`src/sv/brrb_pkg.sv`:
```
// ----------------------------------------------------------------------------
// brrb_pkg
// Shared types and constants for the bit-row raster blit.
// ----------------------------------------------------------------------------
package brrb_pkg;

  localparam int WORD_BITS        = 32;
  localparam int OFF_W            = 5;   // bit offset within a word
  localparam int IDX_W            = 7;   // word index within a row
  localparam int GPOS_W           = IDX_W + OFF_W;
  localparam int SEL_W            = OFF_W + 1;  // bit select in the mask pair
  localparam int ROP_W            = 3;
  localparam int SHIFT_W          = 14;
  localparam int ROWLEN_W         = 13;
  localparam int MODE_W           = 2;
  localparam int CFG_IDX_W        = 3;
  localparam int CFG_DATA_W       = 14;
  localparam int DEF_MAX_ROW_BITS = 4096;

  localparam logic [ROWLEN_W-1:0] RST_ROW_BITS = ROWLEN_W'(4096);

  typedef enum logic [ROP_W-1:0] {
    ROP_SET    = 3'd0,
    ROP_SETNOT = 3'd1,
    ROP_AND    = 3'd2,
    ROP_OR     = 3'd3,
    ROP_ANDNOT = 3'd4,
    ROP_ORNOT  = 3'd5
  } rop_t;

  typedef enum logic [MODE_W-1:0] {
    BND_KEEP  = 2'd0,
    BND_CLEAR = 2'd1,
    BND_SET   = 2'd2
  } bnd_mode_t;

  typedef enum logic [CFG_IDX_W-1:0] {
    CFG_RASTER_OP     = 3'd0,
    CFG_BIT_SHIFT     = 3'd1,
    CFG_DEST_ROW_BITS = 3'd2,
    CFG_MASK_ROW_BITS = 3'd3,
    CFG_BOUNDARY_MODE = 3'd4
  } cfg_idx_t;

  typedef struct packed {
    logic [WORD_BITS-1:0] dest_word;
    logic [WORD_BITS-1:0] mask_low;
    logic [WORD_BITS-1:0] mask_high;
    logic [IDX_W-1:0]     word_index;
    logic                 row_present;
    logic                 last_word;
  } brrb_in_t;

  typedef struct packed {
    logic [WORD_BITS-1:0] result_word;
    logic                 last_word_out;
  } brrb_out_t;

  // Per-word control shared by all lanes
  typedef struct packed {
    rop_t       op;
    logic [MODE_W-1:0] mode;
    logic       present;
    logic [OFF_W-1:0]  off;
  } brrb_ctl_t;

endpackage

```
`src/sv/bit_row_raster_blit.sv`:
```
// ----------------------------------------------------------------------------
// bit_row_raster_blit
// Raster-op blit of one packed 32-bit word of a bit-image row per beat.
// ----------------------------------------------------------------------------
// Usage:
//   Input channel: drive item and raise start; a beat is taken at each clock
//   edge with start high and busy low. busy never rises, so a new word may be
//   offered on every cycle.
//   Config channel: cfg_valid/cfg_ready with cfg_index and cfg_data; cfg_ready
//   is always high. Index 0 raster_op, 1 bit_shift, 2 dest_row_bits,
//   3 mask_row_bits, 4 boundary_mode; other indexes are dropped. Write only
//   while no word is in flight.
//   Result channel: result_valid pulses for one cycle with result, in the cycle
//   after the input beat. The receiver cannot stall; every result is taken.
//   Throughput: one word per cycle. The merge register is the only stage;
//   the 32 lanes are combinational behind it.
//   Reset (rst, synchronous): registers return to op set, shift 0, row
//   lengths 4096, boundary keep; no result is pending.
// ----------------------------------------------------------------------------
module bit_row_raster_blit #(
  parameter int MAX_ROW_BITS = brrb_pkg::DEF_MAX_ROW_BITS
) (
  input  logic                              clk,
  input  logic                              rst,
  // input beat
  input  logic                              start,
  output logic                              busy,
  input  brrb_pkg::brrb_in_t                item,
  // config writes
  input  logic                              cfg_valid,
  output logic                              cfg_ready,
  input  logic [brrb_pkg::CFG_IDX_W-1:0]    cfg_index,
  input  logic [brrb_pkg::CFG_DATA_W-1:0]   cfg_data,
  // result beat
  output logic                              result_valid,
  output brrb_pkg::brrb_out_t               result
);

  // Width that holds MAX_ROW_BITS and any row-length register value
  localparam int CLW  = $clog2(MAX_ROW_BITS + 1);
  localparam int SATW = (CLW > brrb_pkg::ROWLEN_W) ? CLW : brrb_pkg::ROWLEN_W;
  // Signed width for source bit positions (word pos minus shift plus lane)
  localparam int PW   = SATW + 3;
  localparam logic [SATW-1:0] MAX_LIM = SATW'(MAX_ROW_BITS);

  // Config registers
  brrb_pkg::rop_t                     raster_op;
  logic signed [brrb_pkg::SHIFT_W-1:0] bit_shift;
  logic [brrb_pkg::ROWLEN_W-1:0]      dest_row_bits;
  logic [brrb_pkg::ROWLEN_W-1:0]      mask_row_bits;
  logic [brrb_pkg::MODE_W-1:0]        boundary_mode;

  logic                               take;
  logic [SATW-1:0]                    dest_ext;
  logic [SATW-1:0]                    mask_ext;
  logic [SATW-1:0]                    dest_lim;
  logic [SATW-1:0]                    mask_lim;
  logic signed [PW-1:0]               word_pos;
  logic signed [PW-1:0]               shift_ext;
  logic signed [PW-1:0]               pos_base;
  brrb_pkg::brrb_ctl_t                ctl;
  logic [2*brrb_pkg::WORD_BITS-1:0]   pair;
  logic [brrb_pkg::WORD_BITS-1:0]     lane_bits;

  assign busy      = 1'b0;
  assign cfg_ready = 1'b1;
  assign take      = start && !busy;

  always_ff @(posedge clk) begin
    if (rst) begin
      raster_op     <= brrb_pkg::ROP_SET;
      bit_shift     <= '0;
      dest_row_bits <= brrb_pkg::RST_ROW_BITS;
      mask_row_bits <= brrb_pkg::RST_ROW_BITS;
      boundary_mode <= brrb_pkg::BND_KEEP;
    end else if (cfg_valid && cfg_ready) begin
      case (cfg_index)
        brrb_pkg::CFG_RASTER_OP:
          raster_op <= brrb_pkg::rop_t'(cfg_data[brrb_pkg::ROP_W-1:0]);
        brrb_pkg::CFG_BIT_SHIFT:
          bit_shift <= $signed(cfg_data[brrb_pkg::SHIFT_W-1:0]);
        brrb_pkg::CFG_DEST_ROW_BITS:
          dest_row_bits <= cfg_data[brrb_pkg::ROWLEN_W-1:0];
        brrb_pkg::CFG_MASK_ROW_BITS:
          mask_row_bits <= cfg_data[brrb_pkg::ROWLEN_W-1:0];
        brrb_pkg::CFG_BOUNDARY_MODE:
          boundary_mode <= cfg_data[brrb_pkg::MODE_W-1:0];
        default: ;
      endcase
    end
  end

  // Row lengths saturate at MAX_ROW_BITS
  assign dest_ext = {{(SATW-brrb_pkg::ROWLEN_W){1'b0}}, dest_row_bits};
  assign mask_ext = {{(SATW-brrb_pkg::ROWLEN_W){1'b0}}, mask_row_bits};
  assign dest_lim = (dest_ext > MAX_LIM) ? MAX_LIM : dest_ext;
  assign mask_lim = (mask_ext > MAX_LIM) ? MAX_LIM : mask_ext;

  // Source position of lane 0; its low bits pick the window in the mask pair
  assign word_pos  = $signed({{(PW-brrb_pkg::GPOS_W){1'b0}}, item.word_index,
                              {brrb_pkg::OFF_W{1'b0}}});
  assign shift_ext = {{(PW-brrb_pkg::SHIFT_W){bit_shift[brrb_pkg::SHIFT_W-1]}},
                      bit_shift};
  assign pos_base  = word_pos - shift_ext;

  assign ctl.op      = raster_op;
  assign ctl.mode    = boundary_mode;
  assign ctl.present = item.row_present;
  assign ctl.off     = pos_base[brrb_pkg::OFF_W-1:0];

  assign pair = {item.mask_high, item.mask_low};

  // One lane per destination bit
  for (genvar i = 0; i < brrb_pkg::WORD_BITS; i++) begin : g_lane
    brrb_lane #(
      .LANE (i),
      .SATW (SATW),
      .PW   (PW)
    ) u_lane (
      .ctl        (ctl),
      .word_index (item.word_index),
      .pos_base   (pos_base),
      .dest_lim   (dest_lim),
      .mask_lim   (mask_lim),
      .pair       (pair),
      .d          (item.dest_word[i]),
      .r          (lane_bits[i])
    );
  end

  brrb_merge u_merge (
    .clk          (clk),
    .rst          (rst),
    .take         (take),
    .lane_bits    (lane_bits),
    .last_word    (item.last_word),
    .result_valid (result_valid),
    .result       (result)
  );

endmodule

```
`src/sv/brrb_lane.sv`:
```
// ----------------------------------------------------------------------------
// brrb_lane
// One bit lane: row and source coverage, mask pick, raster op, boundary fill.
// ----------------------------------------------------------------------------
module brrb_lane #(
  parameter int LANE = 0,
  parameter int SATW = 13,
  parameter int PW   = 16
) (
  input  brrb_pkg::brrb_ctl_t                   ctl,
  input  logic [brrb_pkg::IDX_W-1:0]            word_index,
  input  logic signed [PW-1:0]                  pos_base,
  input  logic [SATW-1:0]                       dest_lim,
  input  logic [SATW-1:0]                       mask_lim,
  input  logic [2*brrb_pkg::WORD_BITS-1:0]      pair,
  input  logic                                  d,
  output logic                                  r
);

  logic [brrb_pkg::GPOS_W-1:0] g;
  logic signed [PW-1:0]        m;
  logic [brrb_pkg::SEL_W-1:0]  sel;
  logic                        mb;
  logic                        in_row;
  logic                        covered;
  logic                        op_res;

  assign g       = {word_index, brrb_pkg::OFF_W'(LANE)};
  assign m       = pos_base + PW'(LANE);
  assign sel     = {1'b0, ctl.off} + brrb_pkg::SEL_W'(LANE);
  assign mb      = pair[sel];
  assign in_row  = {{(SATW-brrb_pkg::GPOS_W){1'b0}}, g} < dest_lim;
  assign covered = ctl.present && !m[PW-1] &&
                   (m < $signed({{(PW-SATW){1'b0}}, mask_lim}));

  always_comb begin
    case (ctl.op)
      brrb_pkg::ROP_SET:    op_res = mb;
      brrb_pkg::ROP_SETNOT: op_res = ~mb;
      brrb_pkg::ROP_AND:    op_res = d & mb;
      brrb_pkg::ROP_OR:     op_res = d | mb;
      brrb_pkg::ROP_ANDNOT: op_res = d & ~mb;
      brrb_pkg::ROP_ORNOT:  op_res = d | ~mb;
      default:              op_res = d;
    endcase
  end

  always_comb begin
    r = d;
    if (in_row) begin
      if (covered) begin
        r = op_res;
      end else begin
        case (ctl.mode)
          brrb_pkg::BND_CLEAR: r = 1'b0;
          brrb_pkg::BND_SET:   r = 1'b1;
          default:             r = d;
        endcase
      end
    end
  end

endmodule

```
`src/sv/brrb_merge.sv`:
```
// ----------------------------------------------------------------------------
// brrb_merge
// Gathers the lane bits into the result word and drives the result strobe.
// ----------------------------------------------------------------------------
module brrb_merge (
  input  logic                            clk,
  input  logic                            rst,
  input  logic                            take,
  input  logic [brrb_pkg::WORD_BITS-1:0]  lane_bits,
  input  logic                            last_word,
  output logic                            result_valid,
  output brrb_pkg::brrb_out_t             result
);

  always_ff @(posedge clk) begin
    if (rst) begin
      result_valid <= 1'b0;
    end else begin
      result_valid <= take;
    end
  end

  always_ff @(posedge clk) begin
    if (take) begin
      result.result_word   <= lane_bits;
      result.last_word_out <= last_word;
    end
  end

endmodule
```
`config.mk`:
```
export PLATFORM = sky130hd
export DESIGN_NAME = bit_row_raster_blit
export DESIGN_NICKNAME = d
export VERILOG_FILES = /design/src/sv/brrb_pkg.sv /design/src/sv/bit_row_raster_blit.sv /design/src/sv/brrb_lane.sv /design/src/sv/brrb_merge.sv
export SDC_FILE = /design/constraint.sdc
export NUM_CORES = 1
export LEC_CHECK = 0
export BUFFER_PORTS_ARGS = -buffer_cell sky130_fd_sc_hd__clkbuf_2
export CAP_MARGIN = 15
export CORE_MARGIN = 4
export CORE_UTILIZATION = 30
export CTS_BUF_LIST = sky130_fd_sc_hd__clkbuf_4 sky130_fd_sc_hd__clkbuf_8 sky130_fd_sc_hd__clkbuf_16
export CTS_CLUSTER_SIZE = 16
export DETAILED_ROUTE_END_ITERATION = 8
export PLACE_DENSITY = 0.48
export SYNTH_ARGS = -nofsm -noshare
export SYNTH_HDL_FRONTEND = slang
export SYNTH_SLANG_ARGS = --single-unit
```
`constraint.sdc`:
```
create_clock -name clk -period 13 [get_ports clk]
set_input_delay 0.65 -clock clk [delete_from_list [all_inputs] [get_ports clk]]
set_output_delay 0.65 -clock clk [all_outputs]
set_load 0.02 [all_outputs]
```
==> impl_metrics.toml, run 1 <==
[clocking]
cts_buffers = 9
cts_tree = "yes"
clock-sinks = 79
cts.root.buffer_cell = "clkbuf_16"
cts.path.max_buffers = 2
clock_latency_ns = 0.37
h-tree-depth = 3
cts_setup_buffers = 0
ctsResizeCount = 0
hold_buffers = 0
clk_pin_slew_ns = 0.07

[floorplanning]
die_area_um2 = 80500
die_x_um = 284
row_count = 100
start_util = 0.305
boundaryPins = 162
chipHeight_um = 284
core-area_um2 = 74800

[worst_setup_path]
critPathRequiredTime_ns = 13.12
rr_startpoint = "bit_shift[0]$_SDFFE_PP0P_"
crit_type = "flop to flop"
critPathArrivalTime_ns = 7.42
critPathLaunchType = "flop"
slowest_stage = "ha_1"
worstPathCellList = "buf_4 -> nor4_1 -> nor2b_1 -> xnor2_2 -> inv_2 -> ha_1 -> inv_1 -> a31oi_1 -> and2_1 -> nand2_1 -> xnor2_1 -> ha_1 -> a21o_1 -> a21o_1 -> a41oi_1 -> nor2_1 -> a311oi_1 -> nand4_1 -> or3_1 -> o211a_1"
worst-path-max-fanout = 67
critPathMaxStageDelay_ns = 0.81
end_kind = "flop"
cp-startpoint = "bit_shift[0]$_SDFFE_PP0P_"

[grt]
grt.total_usage = 0.280
grt_max_degree = 68
first_global_vias = 23000
antenna_found_initial = 3
gr-total-overflow = 0
grt_pass1_wl_um = 168000

[run_status]
status = "finished, final reports clean"

[cells_and_area]
layout_common_cells = "ha_1 (353), nand2_1 (327), xnor2_1 (242), nor2_1 (207), a21oi_1 (188)"
fin_nets = 3359
syn_to_final_growth_pct = 10.5
diodes = 0
layout.cells.non_filler = 3853
utilization = 0.337
drive_above_1_share = 0.164
fillers = 7865
layout_commonest_cell = "ha_1"

[yosys]
async_flop_share = 0
syn_inst = 2790
yosys_warnings = 0
syn_nets = 3270
synth.largest_area_cell = "ha_1"
synth_area_um2 = 22800
synth_top_cell_area_share = 0.194
synth_area_per_cell_um2 = 8.17
ys_top_cells_by_area = "ha_1 (19%), mux4_2 (10%), xnor2_1 (9.5%)"
synth-main-ff-cell = "dfxtp_1"
synth-edff-count = 33
ys_seq_elements = 79
yosysSeqAreaShare = 0.0839
synth_cell_type_count = 95

[timing]
fin_crit_ns = 7.30
worst_hold_slack_ns = 0.459
setup_viol = 0
fin_skew_ns = 0.0103
max_freq_mhz = 137
rsz0062_at_grt = "false"
maxSlewViolCount = 0
maxSlewHeadroom = 0.182
fin_crit_sh = 0.561
finalSetupTns_ns = 0
worst_pin_slew_ns = 1.22
hold_viol = 0

[drt]
viasPerCell = 6.23
wl_per_cell_um = 30.5
drc = 0
drt_iter0_drc = 2199
final_antenna_net_count = 0
vias = 24000
first_pass_iters = 5
totalWireLength_um = 118000

[power]
ir_drop_v = 0.0000653
p_leak_nw = 9.88
power_density_nw_per_um2 = 79.9
power_w = 0.00201

[hold_path]
hp-start = "mask_ext[1]$_SDFFE_PP0P_"
min_path_type = "flop to flop"

[placement]
portBuffers = 159
dp_hpwl_um = 89600
dp.cells = 3835
gp_congestion = 0.999

[run]
drv_cap = 0
-- sequential cells by signal (all words and copies together) (netlist names) --
name and count:
u_merge.result_valid 1, dest_ext 13, boundary_mode 2, raster_op 3, u_merge.result 33, bit_shift 14, mask_ext 13
-- cell type report --
class / count / area [um^2] / area share
clock buffer: 9 / 225 / 0.00894
timing repair buffer: 245 / 1440 / 0.0572
inverter: 95 / 357 / 0.0142
clock inverter: 7 / 62.6 / 0.00248
tap: 969 / 1210 / 0.0481
sequential: 79 / 1910 / 0.0760
multi-input combinational: 2449 / 20000 / 0.793
-- power breakdown --
part           total (W)  switching (W)  internal, W
Clock           0.000261       0.000127     0.000134
Sequential      0.000290      0.0000108     0.000279
Combinational    0.00146       0.000911     0.000550
Total            0.00201        0.00105     0.000963
-- path summary, 6_finish.rpt --
kind / end / slack (ns) / cells after the start
max: u_merge.result[8]$_DFFE_PP_ / 5.70 / 20
min: mask_ext[1]$_SDFFE_PP0P_ / 0.46 / 2
max reg2reg: u_merge.result[8]$_DFFE_PP_ / 5.70 / 20
min reg2reg: mask_ext[1]$_SDFFE_PP0P_ / 0.46 / 2
-- synth_stat cells (22+ instances only) --
master	n
nand3_1	61
inv_1	81
mux2i_1	181
o21ai_0	101
clkbuf_1	114
nand4_1	28
nand2_1	334
buf_2	25
mux4_2	103
nand2b_1	23
and3_1	24
nor2b_1	22
nor2_1	209
dfxtp_1	46
xor2_1	29
edfxtp_1	33
xnor2_1	246
a21oi_1	188
ha_1	354
o211ai_1	36
a211oi_1	30
nor3_1	37
a21o_1	79
mux2_2	36
buf_1	24
-- logic make-up (layout without fill, tap and decap cells) --
family	Yosys count	in the layout	synth area share
xor+xnor	282	282	0.113
compound gates	646	646	0.190
fa+ha+maj	354	354	0.194
buf+inv	262	356	0.0453
flops	79	79	0.0839
other cells	2	2	0.000329
mux	320	320	0.199
simple gates	845	845	0.174
-- through the flow --
stage               area [um^2]  worst slack, ns
global route              25200             5.40
finish                    25200             5.70
floorplan                 22800             7.00
CTS                       25200             5.86
detailed placement        24900             5.86
global placement          24900             6.12
-- worst max-delay path: cells and delay by family (launching register included) --
kind / cells / cell delay, ns
XOR/XNOR: 2 / 0.51
AND/OR/NAND/NOR: 7 / 2.67
flip-flops: 1 / 0.33
AO/OA/AOI/OAI: 6 / 1.50
buffers and inverters: 3 / 0.89
adder cells (fa/ha/maj): 2 / 1.11
-- per-layer routing --
layer / global-route usage / part of all wire
met1: 0.385 / 0.43
met2: 0.418 / 0.42
met3: 0.0529 / 0.085
met4: 0.142 / 0.065
met5: 0 / 0.00011
No activity file was read; power rests on OpenSTA's default activity.
==> inputs of run 2 (changes only) <==
==> constraint.sdc (replaced) <==
create_clock -name clk -period 7.15 [get_ports clk]
set_input_delay 0.3575 -clock clk [delete_from_list [all_inputs] [get_ports clk]]
set_output_delay 0.3575 -clock clk [all_outputs]
set_load 0.02 [all_outputs]
==> impl_metrics.toml, run 2 (same netlist as run 1, synthesis figures left out) <==
[drt]
wl_per_cell_um = 30.9
vias = 23900
viasPerCell = 6.14
drc = 0
drt_iter0_drc = 2315
final_antenna_net_count = 0
first_pass_iters = 8
totalWireLength_um = 120000

[grt]
gr-total-overflow = 0
grt_pass1_wl_um = 169000
antenna_found_initial = 4
grt_max_degree = 92
first_global_vias = 22900
grt.total_usage = 0.285

[clocking]
cts_setup_buffers = 0
clk_pin_slew_ns = 0.07
cts_buffers = 9
hold_buffers = 0
clock-sinks = 79
cts_tree = "yes"
cts.path.max_buffers = 2
ctsResizeCount = 0
clock_latency_ns = 0.36
h-tree-depth = 3
cts.root.buffer_cell = "clkbuf_16"

[worst_setup_path]
critPathMaxStageDelay_ns = 0.84
r2r_setup_slack_ns = 0.73
worst-path-max-fanout = 22
end_kind = "flop"
slowest_stage = "a311oi_2"
critPathRequiredTime_ns = 7.24
rr_worst_depth = 19
crit_type = "flop to flop"
critPathLaunchType = "flop"
critPathArrivalTime_ns = 6.52
worstPathCellList = "inv_1 -> ha_4 -> and3_1 -> a221oi_1 -> xor2_4 -> buf_4 -> a311oi_2 -> nand2_1 -> buf_4 -> nor2_1 -> xnor2_1 -> ha_1 -> nor2b_1 -> o21ai_0 -> nand4b_1 -> a31oi_1 -> o21ai_0 -> or3_1 -> o2bb2ai_1"

[cells_and_area]
top_regs = "u_merge.result (33), bit_shift (14)"
layout_common_cells = "ha_1 (353), nand2_1 (326), xnor2_1 (242), nor2_1 (207), a21oi_1 (188)"
drive_above_1_share = 0.174
multi_input_area_um2 = 20000
syn_to_final_growth_pct = 12.0
layout.cells.non_filler = 3891
fin_nets = 3396
layout_commonest_cell = "ha_1"
ff_latch_area_um2 = 1910
fillers = 7844
regMostFlops = "u_merge.result"
largest_reg_flops = 33

[timing]
maxSlewViolCount = 0
rsz0062_at_grt = "false"
finalSetupTns_ns = 0
setup_viol = 0
worst_pin_slew_ns = 1.33
fin_skew_ns = 0.00853
fin_crit_ns = 6.42
fin_crit_sh = 0.898
max_freq_mhz = 156
maxSlewHeadroom = 0.102
hold_viol = 0

[placement]
dp.cells = 3874
portBuffers = 159
dp_hpwl_um = 92100
gp_congestion = 1.01

[power]
power_density_nw_per_um2 = 147
p_leak_nw = 10.1
ir_drop_v = 0.000122

[run_status]
status = "finished, final reports clean"

[floorplanning]
boundaryPins = 162
die_area_um2 = 80500
row_count = 100
chipHeight_um = 284
die_x_um = 284
start_util = 0.305
core-area_um2 = 74800

[hold_path]
min_path_type = "primary input to flop"
holdPathStages = 1

[run]
drv_cap = 0
run 2: cell count changes in the layout (fill, tap and decap cells not counted), sizes merged:
cell / previous run / this run
buf: 85 / 123
bufinv: 0 / 2
clkinv: 7 / 4
diode: 0 / 1
run 2: routing by layer:
metal | up-vias | GRT usage | wire, um
li1 | 10600 | - | -
met1 | 11900 | 0.387 | 52300
met2 | 1116 | 0.436 | 51500
met3 | 226 | 0.0585 | 9960
met4 | 2 | 0.125 | 6340
met5 | - | 0 | 13
run 2: worst max-delay path: cells and delay by family (launching register included):
kind,cells,cell delay [ns]
compound gates,6,2.66
xor+xnor,2,0.32
fa+ha+maj,2,0.54
buf+inv,3,0.77
flops,1,0.53
simple gates,6,1.28
run 2: final timing paths:
check	to	from
max	u_merge.result[18]$_DFFE_PP_	bit_shift[1]$_SDFFE_PP0P_
min	u_merge.result[0]$_DFFE_PP_	item[0]
max reg2reg	u_merge.result[18]$_DFFE_PP_	bit_shift[1]$_SDFFE_PP0P_
min reg2reg	mask_ext[3]$_SDFFE_PP0P_	mask_ext[3]$_SDFFE_PP0P_
run 2: through the flow:
step                power [W]  hold slack, ns  setup WS, ns  utilization  cell area (um^2)
finish                0.00376           0.175         0.726        0.341             25500
global route          0.00396           0.172         0.581        0.341             25500
CTS                   0.00371           0.165         0.848        0.341             25500
detailed placement    0.00314           0.448         0.762        0.337             25200
floorplan             0.00218           0.436          1.15            -             22800
global placement      0.00309           0.445         0.869        0.336             25200
run 2: power by group:
group          switching (W)  internal (W)  leakage (nW)  total, W
sequential         0.0000197      0.000507         0.696  0.000527
clock               0.000222      0.000333         0.171  0.000555
combinational        0.00166       0.00102          9.23   0.00268
total                0.00190       0.00186          10.1   0.00376
run 2: cell type report:
class	count	area share
repair buffers	282	0.0678
flip-flops and latches	79	0.0750
clock inverters	6	0.00372
inverters	95	0.0140
clock buffers	10	0.00980
diodes	1	0.0000980
well taps	969	0.0475
multi-input cells	2449	0.782
==> inputs of run 3 (changes only) <==
--- a/config.mk
+++ b/config.mk
@@ -5,6 +5,7 @@
 export SDC_FILE = /design/constraint.sdc
 export NUM_CORES = 1
 export LEC_CHECK = 0
+export ABC_AREA = 1
 export BUFFER_PORTS_ARGS = -buffer_cell sky130_fd_sc_hd__clkbuf_2
 export CAP_MARGIN = 15
 export CORE_MARGIN = 4
==> impl_metrics.toml, run 3 <==
[floorplanning]
die_area_um2 = 84100
boundaryPins = 162
die_x_um = 290
core-area_um2 = 78900
row_count = 103
chipHeight_um = 290
start_util = 0.303

[worst_setup_path]
path_buf_inv = 4
critPathRequiredTime_ns = 7.27
rr_worst_depth = 20
end_kind = "flop"
critPathLaunchType = "flop"
worst-path-max-fanout = 17
crit_family = "simple AND/OR/NAND/NOR gates"
cp_num_cells = 20
critPathMaxStageDelay_ns = 0.61
crit_type = "flop to flop"
critPathArrivalTime_ns = 6.07
worstPathCellList = "buf_4 -> inv_2 -> ha_2 -> nand3_1 -> nand2_1 -> nand2_4 -> inv_2 -> ha_1 -> clkinv_1 -> nor2_1 -> nand2_1 -> o21ai_0 -> xor2_1 -> ha_1 -> nand4_1 -> nor2_1 -> o21ai_0 -> nand3_1 -> nand3_1 -> nand2_1"
slowest_stage = "o21ai_0"

[grt]
first_global_vias = 27700
gr-total-overflow = 0
grt_pass1_wl_um = 202000
antenna_found_initial = 1
grt.total_usage = 0.327
grt_max_degree = 84

[yosys]
async_flop_share = 0
synth_area_um2 = 23900
synth_common_cells = "nand2_1 (1336), nand3_1 (547), nor2_1 (389), ha_1 (354), inv_1 (352)"
syn_nets = 4666
yosysSeqAreaShare = 0.0801
ys_top_cells_by_area = "nand2_1 (21%), ha_1 (19%), nand3_1 (11%)"
synth_cell_type_count = 49
ys_seq_elements = 79
synth-main-ff-cell = "dfxtp_1"
synth_area_per_cell_um2 = 5.70
synth_top_cell_area_share = 0.210
synth.largest_area_cell = "nand2_1"
synth-edff-count = 33
yosys_warnings = 0
syn_inst = 4186
synth_most_common_cell = "nand2_1"

[cells_and_area]
fin_nets = 4768
layout_commonest_cell = "nand2_1"
regMostFlops = "u_merge.result"
drive_above_1_share = 0.0771
top_regs = "u_merge.result (33), bit_shift (14)"
largest_reg_flops = 33
utilization = 0.332
syn_to_final_growth_pct = 9.72
layout_common_cells = "nand2_1 (1333), nand3_1 (547), nor2_1 (388), ha_1 (353), inv_1 (351)"

[drt]
vias = 29700
drc = 0
drt_iter0_drc = 3322
totalWireLength_um = 144000
viasPerCell = 5.56
wl_per_cell_um = 26.9
first_pass_iters = 6
final_antenna_net_count = 0

[timing]
fin_crit_sh = 0.832
maxSlewHeadroom = 0.186
maxSlewViolCount = 0
rsz0062_at_grt = "false"
worst_pin_slew_ns = 1.21
fin_skew_ns = 0.0192
max_freq_mhz = 168
setup_viol = 0
hold_viol = 0
fin_crit_ns = 5.95
finalSetupTns_ns = 0
worst_hold_slack_ns = 0.160

[power]
power.internal_w = 0.00186
ir_drop_v = 0.000168
p_sw_w = 0.00303
power_density_nw_per_um2 = 187
clock_power_share = 0.094
p_leak_nw = 13.1
combPwrFrac = 0.797
p_sw_frac = 0.620
seq_power_share = 0.109

[clocking]
clock-sinks = 79
cts.root.buffer_cell = "clkbuf_16"
ctsResizeCount = 0
hold_buffers = 0
cts.path.max_buffers = 2
h-tree-depth = 3
clock_latency_ns = 0.38
cts_tree = "yes"
clk_pin_slew_ns = 0.07
cts_buffers = 9
cts_setup_buffers = 0

[placement]
gp_congestion = 1.05
portBuffers = 159
dp_hpwl_um = 115000

[run]
drv_cap = 0

[hold_path]
holdPathStages = 1
min_path_type = "primary input to flop"

[run_status]
status = "finished, final reports clean"
run 3: final timing paths:
path / startpoint / endpoint / slack [ns]
max reg2reg: bit_shift[0]$_SDFFE_PP0P_ / u_merge.result[8]$_DFFE_PP_ / 1.20
max: bit_shift[0]$_SDFFE_PP0P_ / u_merge.result[8]$_DFFE_PP_ / 1.20
min: item[0] / u_merge.result[0]$_DFFE_PP_ / 0.16
min reg2reg: boundary_mode[1]$_SDFFE_PP0P_ / boundary_mode[1]$_SDFFE_PP0P_ / 0.45
run 3: power groups by stage:
stage	combinational, W	clock (W)	sequential, W
2_1_floorplan	0.00228	0	0.000571
3_3_place_gp	0.00378	0	0.000545
3_5_place_dp	0.00377	0	0.000544
4_1_cts	0.00378	0.000478	0.000535
5_1_grt	0.00421	0.000492	0.000539
6_report	0.00390	0.000460	0.000535
run 3: cell type report:
class | count | area, um^2
multi-input cells | 3581 | 19900
clock buffers | 11 | 240
flip-flops and latches | 79 | 1910
clock inverters | 5 | 35.0
fillers | 9132 | 52700
well taps | 1050 | 1310
inverters | 386 | 1450
repair buffers | 231 | 1340
diodes | 2 | 5.00
run 3: metal layers:
| metal | vias up | share of wire | GRT usage |
|---|---|---|---|
| met5 | - | 0 | 0 |
| met4 | 0 | 0.089 | 0.229 |
| met3 | 329 | 0.081 | 0.0490 |
| met2 | 1518 | 0.42 | 0.492 |
| met1 | 13900 | 0.41 | 0.429 |
| li1 | 14000 | - | - |
run 3: logic make-up after synthesis:
group,Yosys count,share of synthesized area
DFF,79,0.0801
AOI/OAI and AO/OA,563,0.127
adders and majority gates,354,0.186
buffers and inverters,526,0.0870
and+or+nand+nor,2413,0.426
other,2,0.000315
xor gates and xnor gates,249,0.0939
run 3: worst reg2reg max path, cell delays in order, from the launching register on:
cell and delay, ns:
dfxtp_2 0.31, buf_4 0.18, inv_2 0.12, ha_2 0.47, nand3_1 0.14, nand2_1 0.13
nand2_4 0.23, inv_2 0.46, ha_1 0.33, clkinv_1 0.44, nor2_1 0.48, nand2_1 0.11
o21ai_0 0.20, xor2_1 0.56, ha_1 0.38, nand4_1 0.10, nor2_1 0.05, o21ai_0 0.62
nand3_1 0.14, nand3_1 0.15, nand2_1 0.09
run 3: stage by stage:
stage | instances | total power, W | area (um^2) | setup WS, ns
floorplan | 4186 | 0.00286 | 23900 | 2.49
finish | 5345 | 0.00490 | 26200 | 1.20
CTS | 5343 | 0.00480 | 26200 | 1.50
global placement | 5327 | 0.00432 | 25900 | 1.50
detailed placement | 5327 | 0.00431 | 25900 | 1.51
global route | 5343 | 0.00524 | 26200 | 1.09
